File: config.mk
export PLATFORM = sky130hd
export DESIGN_NAME = lru_page_replacement_top_flat
export DESIGN_NICKNAME = d
export VERILOG_FILES = /design/src/design/lru_pr_pkg.sv /design/src/design/lru_pr_in_if.sv /design/src/design/lru_pr_out_if.sv /design/src/design/lru_pr_apb.sv /design/src/design/lru_pr_stack.sv /design/src/design/lru_page_replacement_top.sv /design/src/flat_wrapper.sv
export SDC_FILE = /design/constraint.sdc
export NUM_CORES = 1
export LEC_CHECK = 0
export BUFFER_PORTS_ARGS = -buffer_cell sky130_fd_sc_hd__buf_4
export CAP_MARGIN = 20
export CELL_PAD_IN_SITES_DETAIL_PLACEMENT = 0
export CELL_PAD_IN_SITES_GLOBAL_PLACEMENT = 1
export CORE_ASPECT_RATIO = 0.8
export CORE_MARGIN = 4
export CORE_UTILIZATION = 50
export CTS_BUF_LIST = sky130_fd_sc_hd__clkbuf_8
export DETAILED_ROUTE_END_ITERATION = 10
export PLACE_DENSITY = 0.86
export SYNTH_ARGS = -nofsm -noshare
export SYNTH_HDL_FRONTEND = slang
export SYNTH_HIERARCHICAL = 1
export SYNTH_SLANG_ARGS = --single-unit
File: constraint.sdc
create_clock -name clk_i -period 5.2 [get_ports clk_i]
set_input_delay 0.52 -clock clk_i [delete_from_list [all_inputs] [get_ports clk_i]]
set_output_delay 0.52 -clock clk_i [all_outputs]
set_load 0.02 [all_outputs]
File: src/design/lru_pr_pkg.sv
// shared widths, constants and types of the lru page replacement block
// no dependencies
package lru_pr_pkg;

  localparam int unsigned REF_PAGE_W = 16;
  localparam int unsigned RESIDENT_W = 4;
  localparam int unsigned COUNT_W    = 16;
  localparam int unsigned LIMIT_W    = 4;
  localparam int unsigned APB_DATA_W = 32;
  localparam int unsigned APB_ADDR_W = 3;

  localparam logic [LIMIT_W-1:0] LIMIT_RESET = 4'd4;
  localparam logic [COUNT_W-1:0] COUNT_MAX   = 16'hFFFF;

  // register index taken from paddr[2]
  localparam logic REG_IDX_FRAME_LIMIT = 1'b0;

  typedef struct packed {
    logic                  miss;
    logic                  evicted_valid;
    logic [REF_PAGE_W-1:0] evicted_page;
    logic [RESIDENT_W-1:0] resident;
    logic [COUNT_W-1:0]    miss_total;
    logic                  string_done;
  } lru_pr_result_t;

endpackage

File: src/design/lru_pr_in_if.sv
// input channel of the lru page replacement block: one page reference per word
// depends on lru_pr_pkg
interface lru_pr_in_if import lru_pr_pkg::*; ();
  logic                  valid;
  logic                  ready;
  logic [REF_PAGE_W-1:0] ref_page;
  logic                  last_ref;

  modport source (output valid, ref_page, last_ref, input ready);
  modport sink   (input valid, ref_page, last_ref, output ready);
endinterface

File: src/design/lru_pr_out_if.sv
// result channel of the lru page replacement block: one result per word
// depends on lru_pr_pkg
interface lru_pr_out_if import lru_pr_pkg::*; ();
  logic                  valid;
  logic                  ready;
  logic                  miss;
  logic                  evicted_valid;
  logic [REF_PAGE_W-1:0] evicted_page;
  logic [RESIDENT_W-1:0] resident;
  logic [COUNT_W-1:0]    miss_total;
  logic                  string_done;

  modport source (output valid, miss, evicted_valid, evicted_page, resident, miss_total,
                  string_done, input ready);
  modport sink   (input valid, miss, evicted_valid, evicted_page, resident, miss_total,
                  string_done, output ready);
endinterface

File: src/design/lru_pr_apb.sv
// apb register file of the lru page replacement block: frame_limit
// depends on lru_pr_pkg
module lru_pr_apb import lru_pr_pkg::*; (
  input  logic                  clk_i,
  input  logic                  rst_ni,
  input  logic                  psel,
  input  logic                  penable,
  input  logic                  pwrite,
  input  logic [APB_ADDR_W-1:0] paddr,
  input  logic [APB_DATA_W-1:0] pwdata,
  output logic [APB_DATA_W-1:0] prdata,
  output logic                  pready,
  output logic [LIMIT_W-1:0]    frame_limit_o
);

  logic                 reg_idx;
  logic                 wr_en;
  logic [LIMIT_W-1:0]   frame_limit_q;

  assign reg_idx = paddr[APB_ADDR_W-1];
  assign wr_en   = psel && penable && pwrite && (reg_idx == REG_IDX_FRAME_LIMIT);
  assign pready  = 1'b1;

  always_ff @(posedge clk_i or negedge rst_ni) begin
    if (!rst_ni) begin
      frame_limit_q <= LIMIT_RESET;
    end else if (wr_en) begin
      frame_limit_q <= pwdata[LIMIT_W-1:0];
    end
  end

  always_comb begin
    unique case (reg_idx)
      REG_IDX_FRAME_LIMIT: prdata = APB_DATA_W'(frame_limit_q);
      default:             prdata = '0;
    endcase
  end

  assign frame_limit_o = frame_limit_q;

endmodule

File: src/design/lru_pr_stack.sv
// recency stack, occupancy and miss counter, updated on each step
// depends on lru_pr_pkg
module lru_pr_stack import lru_pr_pkg::*; #(
  parameter int unsigned FRAMES    = 8,
  parameter int unsigned PAGE_BITS = 16
) (
  input  logic                  clk_i,
  input  logic                  rst_ni,
  input  logic                  step_i,
  input  logic [REF_PAGE_W-1:0] ref_page_i,
  input  logic                  last_ref_i,
  input  logic [LIMIT_W-1:0]    frame_limit_i,
  output lru_pr_result_t        result_o
);

  localparam int unsigned OCC_W = $clog2(FRAMES + 1);
  localparam int unsigned CMP_W = (OCC_W > LIMIT_W) ? OCC_W : LIMIT_W;

  logic [PAGE_BITS-1:0] stack_q [FRAMES];
  logic [PAGE_BITS-1:0] upper   [FRAMES];
  logic [OCC_W-1:0]     occ_q, occ_d, occ_m1, lim;
  logic [COUNT_W-1:0]   count_q, count_d;
  logic [PAGE_BITS-1:0] page;
  logic [FRAMES-1:0]    match, above, shift_en, page_wr;
  logic                 hit, full, evict;

  assign page   = PAGE_BITS'(ref_page_i);
  assign occ_m1 = occ_q - 1'b1;

  // frame_limit of zero acts as one, above the built count as the built count
  always_comb begin
    if (frame_limit_i == '0) begin
      lim = OCC_W'(1);
    end else if (CMP_W'(frame_limit_i) > CMP_W'(FRAMES)) begin
      lim = OCC_W'(FRAMES);
    end else begin
      lim = OCC_W'(frame_limit_i);
    end
  end

  assign hit   = |match;
  assign full  = (occ_q >= lim);
  assign evict = !hit && full;

  for (genvar k = 0; k < FRAMES; k++) begin : g_entry
    assign match[k] = (OCC_W'(k) < occ_q) && (stack_q[k] == page);
    assign above[k] = |match[k:0];
    assign shift_en[k] = (hit ? above[k] : full) && (OCC_W'(k + 1) < occ_q);
    assign page_wr[k]  = (hit || full) ? (OCC_W'(k) == occ_m1) : (OCC_W'(k) == occ_q);

    if (k == FRAMES - 1) begin : g_top
      assign upper[k] = stack_q[k];
    end else begin : g_mid
      assign upper[k] = stack_q[k + 1];
    end

    always_ff @(posedge clk_i) begin
      if (step_i) begin
        if (shift_en[k]) begin
          stack_q[k] <= upper[k];
        end else if (page_wr[k]) begin
          stack_q[k] <= page;
        end
      end
    end
  end

  assign occ_d = (hit || full) ? occ_q : occ_q + 1'b1;

  always_comb begin
    count_d = count_q;
    if (!hit && (count_q != COUNT_MAX)) begin
      count_d = count_q + 1'b1;
    end
  end

  always_ff @(posedge clk_i or negedge rst_ni) begin
    if (!rst_ni) begin
      occ_q   <= '0;
      count_q <= '0;
    end else if (step_i) begin
      if (last_ref_i) begin
        occ_q   <= '0;
        count_q <= '0;
      end else begin
        occ_q   <= occ_d;
        count_q <= count_d;
      end
    end
  end

  always_comb begin
    result_o.miss          = !hit;
    result_o.evicted_valid = evict;
    result_o.evicted_page  = evict ? REF_PAGE_W'(stack_q[0]) : '0;
    result_o.resident      = RESIDENT_W'(occ_d);
    result_o.miss_total    = count_d;
    result_o.string_done   = last_ref_i;
  end

endmodule

File: src/design/lru_page_replacement_top.sv
// lru page replacement: recency stack of up to FRAMES pages, one reference per word
// input register then result register; one word per cycle unless output stalls
// each reference updates the stack as it moves from input to result register
// async active-low reset empties the stack, zeroes the miss count, frame_limit to 4
// depends on lru_pr_pkg, lru_pr_in_if, lru_pr_out_if, lru_pr_apb, lru_pr_stack
module lru_page_replacement_top import lru_pr_pkg::*; #(
  parameter int unsigned FRAMES    = 8,
  parameter int unsigned PAGE_BITS = 16
) (
  input  logic                  clk_i,
  input  logic                  rst_ni,
  lru_pr_in_if.sink             in_i,
  lru_pr_out_if.source          out_o,
  input  logic                  psel,
  input  logic                  penable,
  input  logic                  pwrite,
  input  logic [APB_ADDR_W-1:0] paddr,
  input  logic [APB_DATA_W-1:0] pwdata,
  output logic [APB_DATA_W-1:0] prdata,
  output logic                  pready
);

  logic                  in_valid_q;
  logic [REF_PAGE_W-1:0] ref_page_q;
  logic                  last_ref_q;
  logic                  out_valid_q;
  lru_pr_result_t        out_q;
  lru_pr_result_t        result;
  logic [LIMIT_W-1:0]    frame_limit;
  logic                  advance;
  logic                  in_ready;

  assign advance  = in_valid_q && (!out_valid_q || out_o.ready);
  assign in_ready = !in_valid_q || advance;

  lru_pr_apb u_apb (
    .clk_i,
    .rst_ni,
    .psel,
    .penable,
    .pwrite,
    .paddr,
    .pwdata,
    .prdata,
    .pready,
    .frame_limit_o (frame_limit)
  );

  lru_pr_stack #(
    .FRAMES    (FRAMES),
    .PAGE_BITS (PAGE_BITS)
  ) u_stack (
    .clk_i,
    .rst_ni,
    .step_i        (advance),
    .ref_page_i    (ref_page_q),
    .last_ref_i    (last_ref_q),
    .frame_limit_i (frame_limit),
    .result_o      (result)
  );

  always_ff @(posedge clk_i or negedge rst_ni) begin
    if (!rst_ni) begin
      in_valid_q  <= 1'b0;
      out_valid_q <= 1'b0;
    end else begin
      if (in_ready) begin
        in_valid_q <= in_i.valid;
      end
      if (advance) begin
        out_valid_q <= 1'b1;
      end else if (out_o.ready) begin
        out_valid_q <= 1'b0;
      end
    end
  end

  always_ff @(posedge clk_i) begin
    if (in_ready && in_i.valid) begin
      ref_page_q <= in_i.ref_page;
      last_ref_q <= in_i.last_ref;
    end
    if (advance) begin
      out_q <= result;
    end
  end

  assign in_i.ready          = in_ready;
  assign out_o.valid         = out_valid_q;
  assign out_o.miss          = out_q.miss;
  assign out_o.evicted_valid = out_q.evicted_valid;
  assign out_o.evicted_page  = out_q.evicted_page;
  assign out_o.resident      = out_q.resident;
  assign out_o.miss_total    = out_q.miss_total;
  assign out_o.string_done   = out_q.string_done;

endmodule

File: src/flat_wrapper.sv
// flat-port wrapper written by rule: the top's interface ports become plain ports
module lru_page_replacement_top_flat import lru_pr_pkg::*;
#(
  parameter int unsigned FRAMES    = 8,
  parameter int unsigned PAGE_BITS = 16
)
  (clk_i, rst_ni, psel, penable, pwrite, paddr, pwdata, prdata, pready, in_i_valid, in_i_ref_page, in_i_last_ref, in_i_ready, out_o_valid, out_o_miss, out_o_evicted_valid, out_o_evicted_page, out_o_resident, out_o_miss_total, out_o_string_done, out_o_ready);
  lru_pr_in_if in_i_i ();
  lru_pr_out_if out_o_i ();
  input  logic clk_i;
  input  logic rst_ni;
  input  logic psel;
  input  logic penable;
  input  logic pwrite;
  input  logic [APB_ADDR_W-1:0] paddr;
  input  logic [APB_DATA_W-1:0] pwdata;
  output logic [APB_DATA_W-1:0] prdata;
  output logic pready;
  input wire logic [$bits(in_i_i.valid)-1:0] in_i_valid;
  input wire logic [$bits(in_i_i.ref_page)-1:0] in_i_ref_page;
  input wire logic [$bits(in_i_i.last_ref)-1:0] in_i_last_ref;
  output wire logic [$bits(in_i_i.ready)-1:0] in_i_ready;
  output wire logic [$bits(out_o_i.valid)-1:0] out_o_valid;
  output wire logic [$bits(out_o_i.miss)-1:0] out_o_miss;
  output wire logic [$bits(out_o_i.evicted_valid)-1:0] out_o_evicted_valid;
  output wire logic [$bits(out_o_i.evicted_page)-1:0] out_o_evicted_page;
  output wire logic [$bits(out_o_i.resident)-1:0] out_o_resident;
  output wire logic [$bits(out_o_i.miss_total)-1:0] out_o_miss_total;
  output wire logic [$bits(out_o_i.string_done)-1:0] out_o_string_done;
  input wire logic [$bits(out_o_i.ready)-1:0] out_o_ready;
  assign in_i_i.valid = in_i_valid;
  assign in_i_i.ref_page = in_i_ref_page;
  assign in_i_i.last_ref = in_i_last_ref;
  assign in_i_ready = in_i_i.ready;
  assign out_o_valid = out_o_i.valid;
  assign out_o_miss = out_o_i.miss;
  assign out_o_evicted_valid = out_o_i.evicted_valid;
  assign out_o_evicted_page = out_o_i.evicted_page;
  assign out_o_resident = out_o_i.resident;
  assign out_o_miss_total = out_o_i.miss_total;
  assign out_o_string_done = out_o_i.string_done;
  assign out_o_i.ready = out_o_ready;
  lru_page_replacement_top #(.FRAMES(FRAMES), .PAGE_BITS(PAGE_BITS)) u_core (.clk_i(clk_i), .rst_ni(rst_ni), .in_i(in_i_i), .out_o(out_o_i), .psel(psel), .penable(penable), .pwrite(pwrite), .paddr(paddr), .pwdata(pwdata), .prdata(prdata), .pready(pready));
endmodule
# Word-level counts from Yosys, hierarchy flattened
# Memory sizes are Yosys's and may differ from the RTL's.
# Cells that the tools add are included.
totals:
  register_bits: 82
  ram_bits: 128
  inputBits: 59
  elab_cells: 189
  mem_count: 1
classes:
  add_sub_neg: 3
  magnitude_cmp: 11
  eq_ne: 23
  n_mux: 89
  n_bitwise: 9
  reduce_logical: 40
mem_list:
  columns: ["memory", "depth", "width", "rd", "rd_clocked_by_memory_dff", "write_ports", "line_no", "rtl"]
  rows:
  - ["u_core.u_stack.stack_q", 8, 16, 8, 0, 8, "lru_pr_stack.sv:19", "logic [PAGE_BITS-1:0] stack_q [FRAMES];"]
ops:
  columns: ["op", "n"]
  rows:
  - ["2-to-1 mux 16 bit", 10]
  - ["equality test 16 bit", 8]
  - ["2-to-1 mux 1 bit", 74]
  - ["equality test 3 x 4 -> 1 bit (first input constant)", 8]
  - ["logical AND 1 bit", 23]
  - ["2-to-1 mux 4 bit", 5]
  - ["adder 16 x 1 -> 16 bit (second input constant)", 1]
  - ["equality test 2 x 4 -> 1 bit (first input constant)", 4]
  - ["less-than comparator 3 x 4 -> 1 bit (first input constant)", 4]
  - ["inequality test 16 bit (second input constant)", 1]
  - ["logical NOT 4 bit", 3]
  - ["equality test 1 x 4 -> 1 bit (first input constant)", 2]
  - ["less-than comparator 1 x 4 -> 1 bit (first input constant)", 2]
  - ["less-than comparator 2 x 4 -> 1 bit (first input constant)", 2]
  - ["bitwise OR 1 bit", 8]
  - ["OR reduction 8 bit", 1]
  - ["OR reduction 7 bit", 1]
  - ["OR reduction 6 bit", 1]
  - ["OR reduction 5 bit", 1]
  - ["adder 4 x 1 -> 4 bit (second input constant)", 1]
  - ["greater-or-equal comparator 4 bit", 1]
  - ["greater-than comparator 4 bit (second input constant)", 1]
  - ["less-than comparator 4 bit (first input constant)", 1]
  - ["OR reduction 4 bit", 1]
  - ["7 further kinds", 11]

# Longest topological paths before layout
# Gate-level depths: netlist of run 1.
depth:
  word_depth: 11
  ltp_mapped: 15

# Cells and area by module
# The synthesis of run 1 kept the hierarchy.
by_module_without_submodules:
  columns: ["mod", "n_inst", "cells_per_inst", "area_each_um2"]
  rows:
  - ["lru_pr_stack", 1, 748, 9347.7]
  - ["lru_page_replacement_top", 1, 64, 1785.5]
  - ["lru_pr_apb", 1, 44, 430.4]

# Worst setup path before layout of run 1
# OpenSTA, ideal clock, no wires.
synth_path:
  path_kind: "input to register"
  from: "input port out_o_ready"
  to: "memory u_core.u_stack.stack_q[2][0] (netlist: u_core/u_stack/stack_q[0][32]) (enable)"
  t_arrival_ps: 3404
  slack_ps: 1397
  path_stages: 7
  path_buffers: 3
  cell_sequence: "nand2b_1 -> and2_1 -> buf_2 -> buf_2 -> inv_1 -> clkbuf_1 -> a31oi_1"
synth_lines:
  columns: ["item", "line_no", "rtl"]
  rows:
  - ["from (decl)", "flat_wrapper.sv:30", "input wire logic [$bits(out_o_i.ready)-1:0] out_o_ready;"]
  - ["to (decl)", "lru_pr_stack.sv:19", null]

==> results of run 1 <==
-- cell usage in the layout, fill, tap and decap left out, types with 4 or more instances in the layout --
| master | n |
|---|---|
| a21oi_1 | 15 |
| a22o_1 | 6 |
| and2_1 | 17 |
| and2b_2 | 4 |
| and3_1 | 6 |
| and4_1 | 4 |
| buf_4 | 85 |
| clkbuf_8 | 37 |
| clkinv_1 | 4 |
| conb_1 | 29 |
| dfrtp_1 | 25 |
| edfxtp_1 | 184 |
| ha_1 | 11 |
| inv_1 | 28 |
| mux2_1 | 9 |
| mux2_2 | 81 |
| mux2_4 | 32 |
| nand2_1 | 36 |
| nand2b_1 | 4 |
| nand3_1 | 21 |
| nand3_2 | 4 |
| nand3b_4 | 4 |
| nand4_1 | 19 |
| nor2_1 | 20 |
| nor3_1 | 11 |
| nor4_1 | 13 |
| nor4_2 | 4 |
| o21ai_0 | 20 |
| o22ai_1 | 6 |
| o31ai_1 | 6 |
| or3_1 | 4 |
| xnor2_1 | 71 |
| xor2_1 | 72 |
-- metal layers --
metal  up-vias  routed length [um]
met1      3165                9690
met5         -                   0
met4         0                 491
met2       173                9460
li1       3201                   -
met3        47                1160
-- cell families (layout without fill, tap and decap cells) --
family                   after synthesis  after routing  share of synthesized area (%)
adder cells (fa/ha/maj)               11             11                           1.19
other                                  2             29                         0.0649
buffers and inverters                100            158                           6.29
AND/OR/NAND/NOR                      191            191                           10.5
XOR/XNOR                             144            144                           11.0
AO/OA/AOI/OAI                         74             74                           4.52
flip-flops                           210            210                           53.4
multiplexers                         124            124                           13.1
-- path summary, 6_finish.rpt --
check | start | endpoint | slack [ns] | depth (start not counted)
worst max-delay path | u_core/u_stack/occ_q[0] | u_core/u_stack/stack_q[1][24] | 1.0 | 11
worst min-delay path | in_i_last_ref | u_core/last_ref_q | 0.19 | 1
worst max register to register | u_core/u_stack/occ_q[0] | u_core/u_stack/stack_q[1][24] | 1.0 | 11
worst min register to register | u_core/u_stack/count_q[4] | u_core/u_stack/count_q[4] | 0.53 | 1
max in group asynchronous | rst_ni | u_core/u_apb/frame_limit_o[2] | 4.39 | 2
min in group asynchronous | rst_ni | u_core/u_apb/frame_limit_o[3] | 0.50 | 2
-- cell type report --
cell class                 instances  share of cell area, %
inverter                          14                  0.417
tap                              306                   3.03
sequential                       210                   49.0
clock buffer                      37                   4.04
multi-input combinational        573                   37.7
timing repair buffer              86                   5.14
clock inverter                    21                  0.674
-- worst max-delay path, delay by kind of cell (launching register included) --
family | cells | cell delay, ns
and+or+nand+nor | 6 | 1.93
muxes | 2 | 0.87
DFF | 1 | 0.49
buffers and inverters | 2 | 0.32
adders and majority gates | 1 | 0.31
-- registers in the layout, summed over array words and instances, names as in the netlist, 4 cells and up --
name and cells:
u_core/out_o.evicted_page 16, u_core/out_o.miss_total 16, u_core/out_o.resident 4, u_core/ref_page_q 16
u_core/u_apb/frame_limit_o 4, u_core/u_stack/count_q 16, u_core/u_stack/occ_q 4, u_core/u_stack/stack_q 128
-- power by group --
group	switching (mW)	internal (mW)	leakage, nW
Combinational	0.666	0.548	2.36
Clock	0.604	0.650	0.355
Sequential	0.179	2.14	2.05
Total	1.45	3.34	4.76
-- per-stage QoR --
stage	worst slack (ns)	instances
6_report	0.999	1247
2_1_floorplan	1.40	883
3_5_place_dp	1.02	1188
4_1_cts	0.986	1247
3_3_place_gp	1.07	1188
5_1_grt	0.758	1247
==> metrics.txt, run 1 <==
area grow syn2layout=9.11%; crit-path max FO=20; Rel. slew slack=43.7%; Syn Area/Cell=13.5 um^2; post-DP HPWL=15200 um; endpoints failing setup=0; largest stage delay on the critical path=0.49 ns; vias in the first global route=6543; sequential-to-total area share from yosys stat=53.4%; Setup TNS=0 ns; largest area contributor in the netlist=edfxtp_1; post_cts resized=0; chip width=178 um; fin area=0.0126 mm^2; met3 Use GR=3.35%; # diodes=0; Period minus WS final=4.20 ns; number of flops mapped to enable cells by yosys=184; top cells by area, synth=edfxtp_1 (48%), mux2_2 (7.9%), xor2_1 (5.5%); Cell Pwr Density=379 mW/mm^2; wire length per cell=16.7 um; Residual DRC=0; clock slew at reported path FFs=0.06 ns; Crit-path slowest cell=dfrtp_1; Setup crit end kind=flip-flop; grt met2 use=26.2%; Reg area=0.00618 mm^2; most numerous cell in the Yosys netlist=edfxtp_1; Final Total Pwr=4.79 mW; Final Skew=0.0219 ns; critical-path cell list=inv_1 > ha_1 > inv_1 > nor3_1 > nor4_1 > nand4_1 > and3_1 > nand3_2 > mux2i_1 > nand3_2 > mux2_2; top_reg_cell synth=edfxtp_1; number of nets in the layout=989; Num CTS Buffers=34; Die ar.=0.0256 mm^2; share of cells above drive strength 1=28.8%; core box area=0.0226 mm^2; number of port buffers=73; clk_lat worst skew=0.51 ns; status=finished, final reports clean; worst slew pin tran=0.844 ns; hold buffers post-CTS=1; M1 GR Usage=22.9%; first-pass GRT wire length=33700 um; Detail Route Antenna Nets=0; post-layout util=55.8%; crit start category=flip-flop; worst vdd ir=203 uV; Pre-antenna DRT Iters=5; leakage=4.76 nW; pin count of the biggest net entering global routing=37; Hold Path Class=primary input to flip-flop; hold slack=0.191 ns; Total GRT Usage=16.5%; CP arrival=4.44 ns; Sinks on Clock Net=210; GP Congestion=0.830; Multi-input gate area=0.00476 mm^2; height of the die=144 um; Cells after Synth=856; FF+latch count, synth=210; worst setup path class=flip-flop to flip-flop; Fillers=1853; WL final=20800 um; final slew viol count=0; Tcrit/Tclk final=80.8%; DR vias=6586; antenna violations before repair=0; Vias/cell=5.28; Post-synth top cells=edfxtp_1 (184), mux2_2 (81), xor2_1 (72); Syn. warnings=6; Hold Vio Cnt, Final=0; placed cell areas=0.0120 mm^2; worst path required time=5.44 ns; post-CTS setup buffer count=0; Initial DRC Count=440; row count=49; FFs w/ async S/R, synth=12.4%; CTS H-tree depth=2; clock root buffer=clkbuf_8; Max clock buf depth=3; Max Cap Viol=0; Starting Density=51.1%; RSZ-0062 raised after global routing=no; Fmax=238 MHz; GR peak layer=met2; post-synthesis cell area=0.0116 mm^2; grt total ovfl=0; Yosys cell types=64; share of Yosys cell area claimed by the top area cell type=47.8%; TritonCTS clock tree=yes; I/O Pins=133
No activity file was read; power rests on OpenSTA's default activity.
==> inputs of run 2 (changes only) <==
--- a/config.mk
+++ b/config.mk
@@ -11,10 +11,10 @@
 export CELL_PAD_IN_SITES_GLOBAL_PLACEMENT = 1
 export CORE_ASPECT_RATIO = 0.8
 export CORE_MARGIN = 4
-export CORE_UTILIZATION = 50
+export CORE_UTILIZATION = 45
 export CTS_BUF_LIST = sky130_fd_sc_hd__clkbuf_8
 export DETAILED_ROUTE_END_ITERATION = 10
-export PLACE_DENSITY = 0.86
+export PLACE_DENSITY = 0.82
 export SYNTH_ARGS = -nofsm -noshare
 export SYNTH_HDL_FRONTEND = slang
 export SYNTH_HIERARCHICAL = 1
==> constraint.sdc (replaced) <==
create_clock -name clk_i -period 3.6 [get_ports clk_i]
set_input_delay 0.36 -clock clk_i [delete_from_list [all_inputs] [get_ports clk_i]]
set_output_delay 0.36 -clock clk_i [all_outputs]
set_load 0.02 [all_outputs]
==> run 2 against run 1 <==
- die area increased by 11%
- power grew 53%
- critical path depth rose by 3
- final cell count up 7.6%
- global-route usage down 0.60 points
- utilization is 2.7 points lower
==> metrics.txt, run 2 (synthesis gave the netlist of run 1 again) <==
CTS H-tree depth=2; share of cells above drive strength 1=32.9%; Vias/cell=5.07; Setup WS pre-CTS=0.0594 ns; first-pass GRT wire length=36200 um; worst vdd ir=301 uV; critical-path cell list=nor2_1 > nor2_1 > nor2_1 > ha_1 > nand2b_1 > a21o_1 > a21o_1 > a21oi_1 > buf_4 > nand3_4 > buf_4 > or3_1 > a21oi_2 > buf_6; post-DP HPWL=16300 um; Final Skew=0.0381 ns; CP arrival=3.60 ns; RSZ-0062 raised after global routing=no; endpoints failing setup=0; core box area=0.0253 mm^2; Crit-path slowest cell=dfstp_2; most frequent cells in the layout=edfxtp_1 (184), buf_4 (132), mux2_2 (81); Rel. slew slack=43.2%; antenna violations before repair=0; worst slew pin tran=0.852 ns; worst path required time=3.80 ns; GP Congestion=0.810; Residual DRC=0; wire length per cell=16.8 um; WL final=22600 um; # diodes=0; Cell Pwr Density=546 mW/mm^2; leakage=5.19 nW; Sinks on Clock Net=210; status=finished, final reports clean; pin count of the biggest net entering global routing=44; vias in the first global route=6887; clk_lat worst skew=0.53 ns; Reg with most FFs=u_core/u_stack/stack_q; Detail Route Antenna Nets=0; number of port buffers=73; worst setup path class=flip-flop to flip-flop; Critical Path Most Common Cell=nor2_1; commonest non-fill, non-tap cell in the layout=edfxtp_1; grt total ovfl=0; Setup crit end kind=flip-flop; Fmax=295 MHz; TritonCTS clock tree=yes; area grow syn2layout=16.2%; Pre-antenna DRT Iters=5; Die ar.=0.0283 mm^2; Hold Vio Cnt, Final=0; clock slew at reported path FFs=0.06 ns; Initial DRC Count=485; post-layout util=53.1%; I/O Pins=133; largest stage delay on the critical path=0.56 ns; clock root buffer=clkbuf_8; Final Total Pwr=7.34 mW; worst setup margin=0.205 ns; crit start category=flip-flop; row count=52; Period minus WS final=3.40 ns; DR vias=6810; final slew viol count=0; max reg flops=128; Tcrit/Tclk final=94.3%; Num CTS Buffers=35; chip width=187 um; Total GRT Usage=15.9%; Starting Density=45.7%; Hold Path Class=primary input to flip-flop; number of nets in the layout=1064; Max clock buf depth=3; crit-path max FO=16; Fillers=2112; height of the die=151 um; Max Cap Viol=0
==> run 2: cell types whose count changed in the layout (fill, tap and decap cells not counted), sizes merged, moves of 2 or more <==
cell and change:
buf +58, dlygate4sd3 +16, clkinv -2, inv +2
==> run 2: area by class of cell <==
| cell class | count | area [um^2] | share of cell area [%] |
|---|---|---|---|
| flip-flops and latches | 210 | 6180 | 46.0 |
| multi-input cells | 573 | 4780 | 35.6 |
| repair buffers | 160 | 1370 | 10.2 |
| clock buffers | 38 | 523 | 3.89 |
| well taps | 324 | 405 | 3.02 |
| clock inverters | 23 | 128 | 0.950 |
| inverters | 14 | 52.6 | 0.391 |
==> run 2: worst paths after layout <==
check                           cells after the start                     startpoint                             to  slack (ns)
worst max-delay path                               14  u_core/u_apb/frame_limit_o[2]  u_core/u_stack/stack_q[1][60]        0.20
worst min-delay path                                1               in_i_ref_page[2]           u_core/ref_page_q[2]        0.04
worst max register to register                     14  u_core/u_apb/frame_limit_o[2]  u_core/u_stack/stack_q[1][60]        0.20
worst min register to register                      1      u_core/u_stack/count_q[6]      u_core/u_stack/count_q[6]        0.53
max in group asynchronous                           2                         rst_ni  u_core/u_apb/frame_limit_o[2]        2.98
min in group asynchronous                           2                         rst_ni      u_core/u_stack/count_q[5]        0.29
==> run 2: timing repair <==
item                                   in CTS  in global routing
resized for setup                           0                  3
setup endpoints to repair                   0                160
endpoints found under the hold margin      41                  0
buffers inserted                            0                 11
hold buffers                               17                  0
==> run 2: critical path: cells and delay by family (launching register included) <==
| kind | cells | cell delay [ns] |
|---|---|---|
| buffers and inverters | 3 | 0.62 |
| AND/OR/NAND/NOR | 6 | 0.94 |
| AO/OA/AOI/OAI | 4 | 0.70 |
| flip-flops | 1 | 0.56 |
| adder cells (fa/ha/maj) | 1 | 0.26 |
==> run 2: layer usage <==
metal  track usage, %  vias to the layer above  part of all wire (%)
met4             4.66                        0                   1.6
met3             3.92                       32                   6.2
li1                 -                     3350                     -
met1             22.2                     3255                    48
met2             24.8                      173                    44
met5                0                        -                     0
==> run 2: per-stage QoR <==
stage	TNS [ns]	area, um^2	cells	hold WS [ns]
6_report	0	13400	1342	0.0382
4_1_cts	0	13300	1331	0.00577
3_3_place_gp	0	12500	1253	0.308
2_1_floorplan	-3.02	11700	883	0.0644
3_5_place_dp	0	12500	1253	0.303
5_1_grt	0	13400	1342	0.00117
==> run 2: power by group <==
group,leakage [nW],internal (mW),total [mW],switching (mW)
registers,2.05,3.09,3.26,0.175
clock network,0.383,1.05,1.99,0.946
logic,2.76,0.977,2.09,1.11
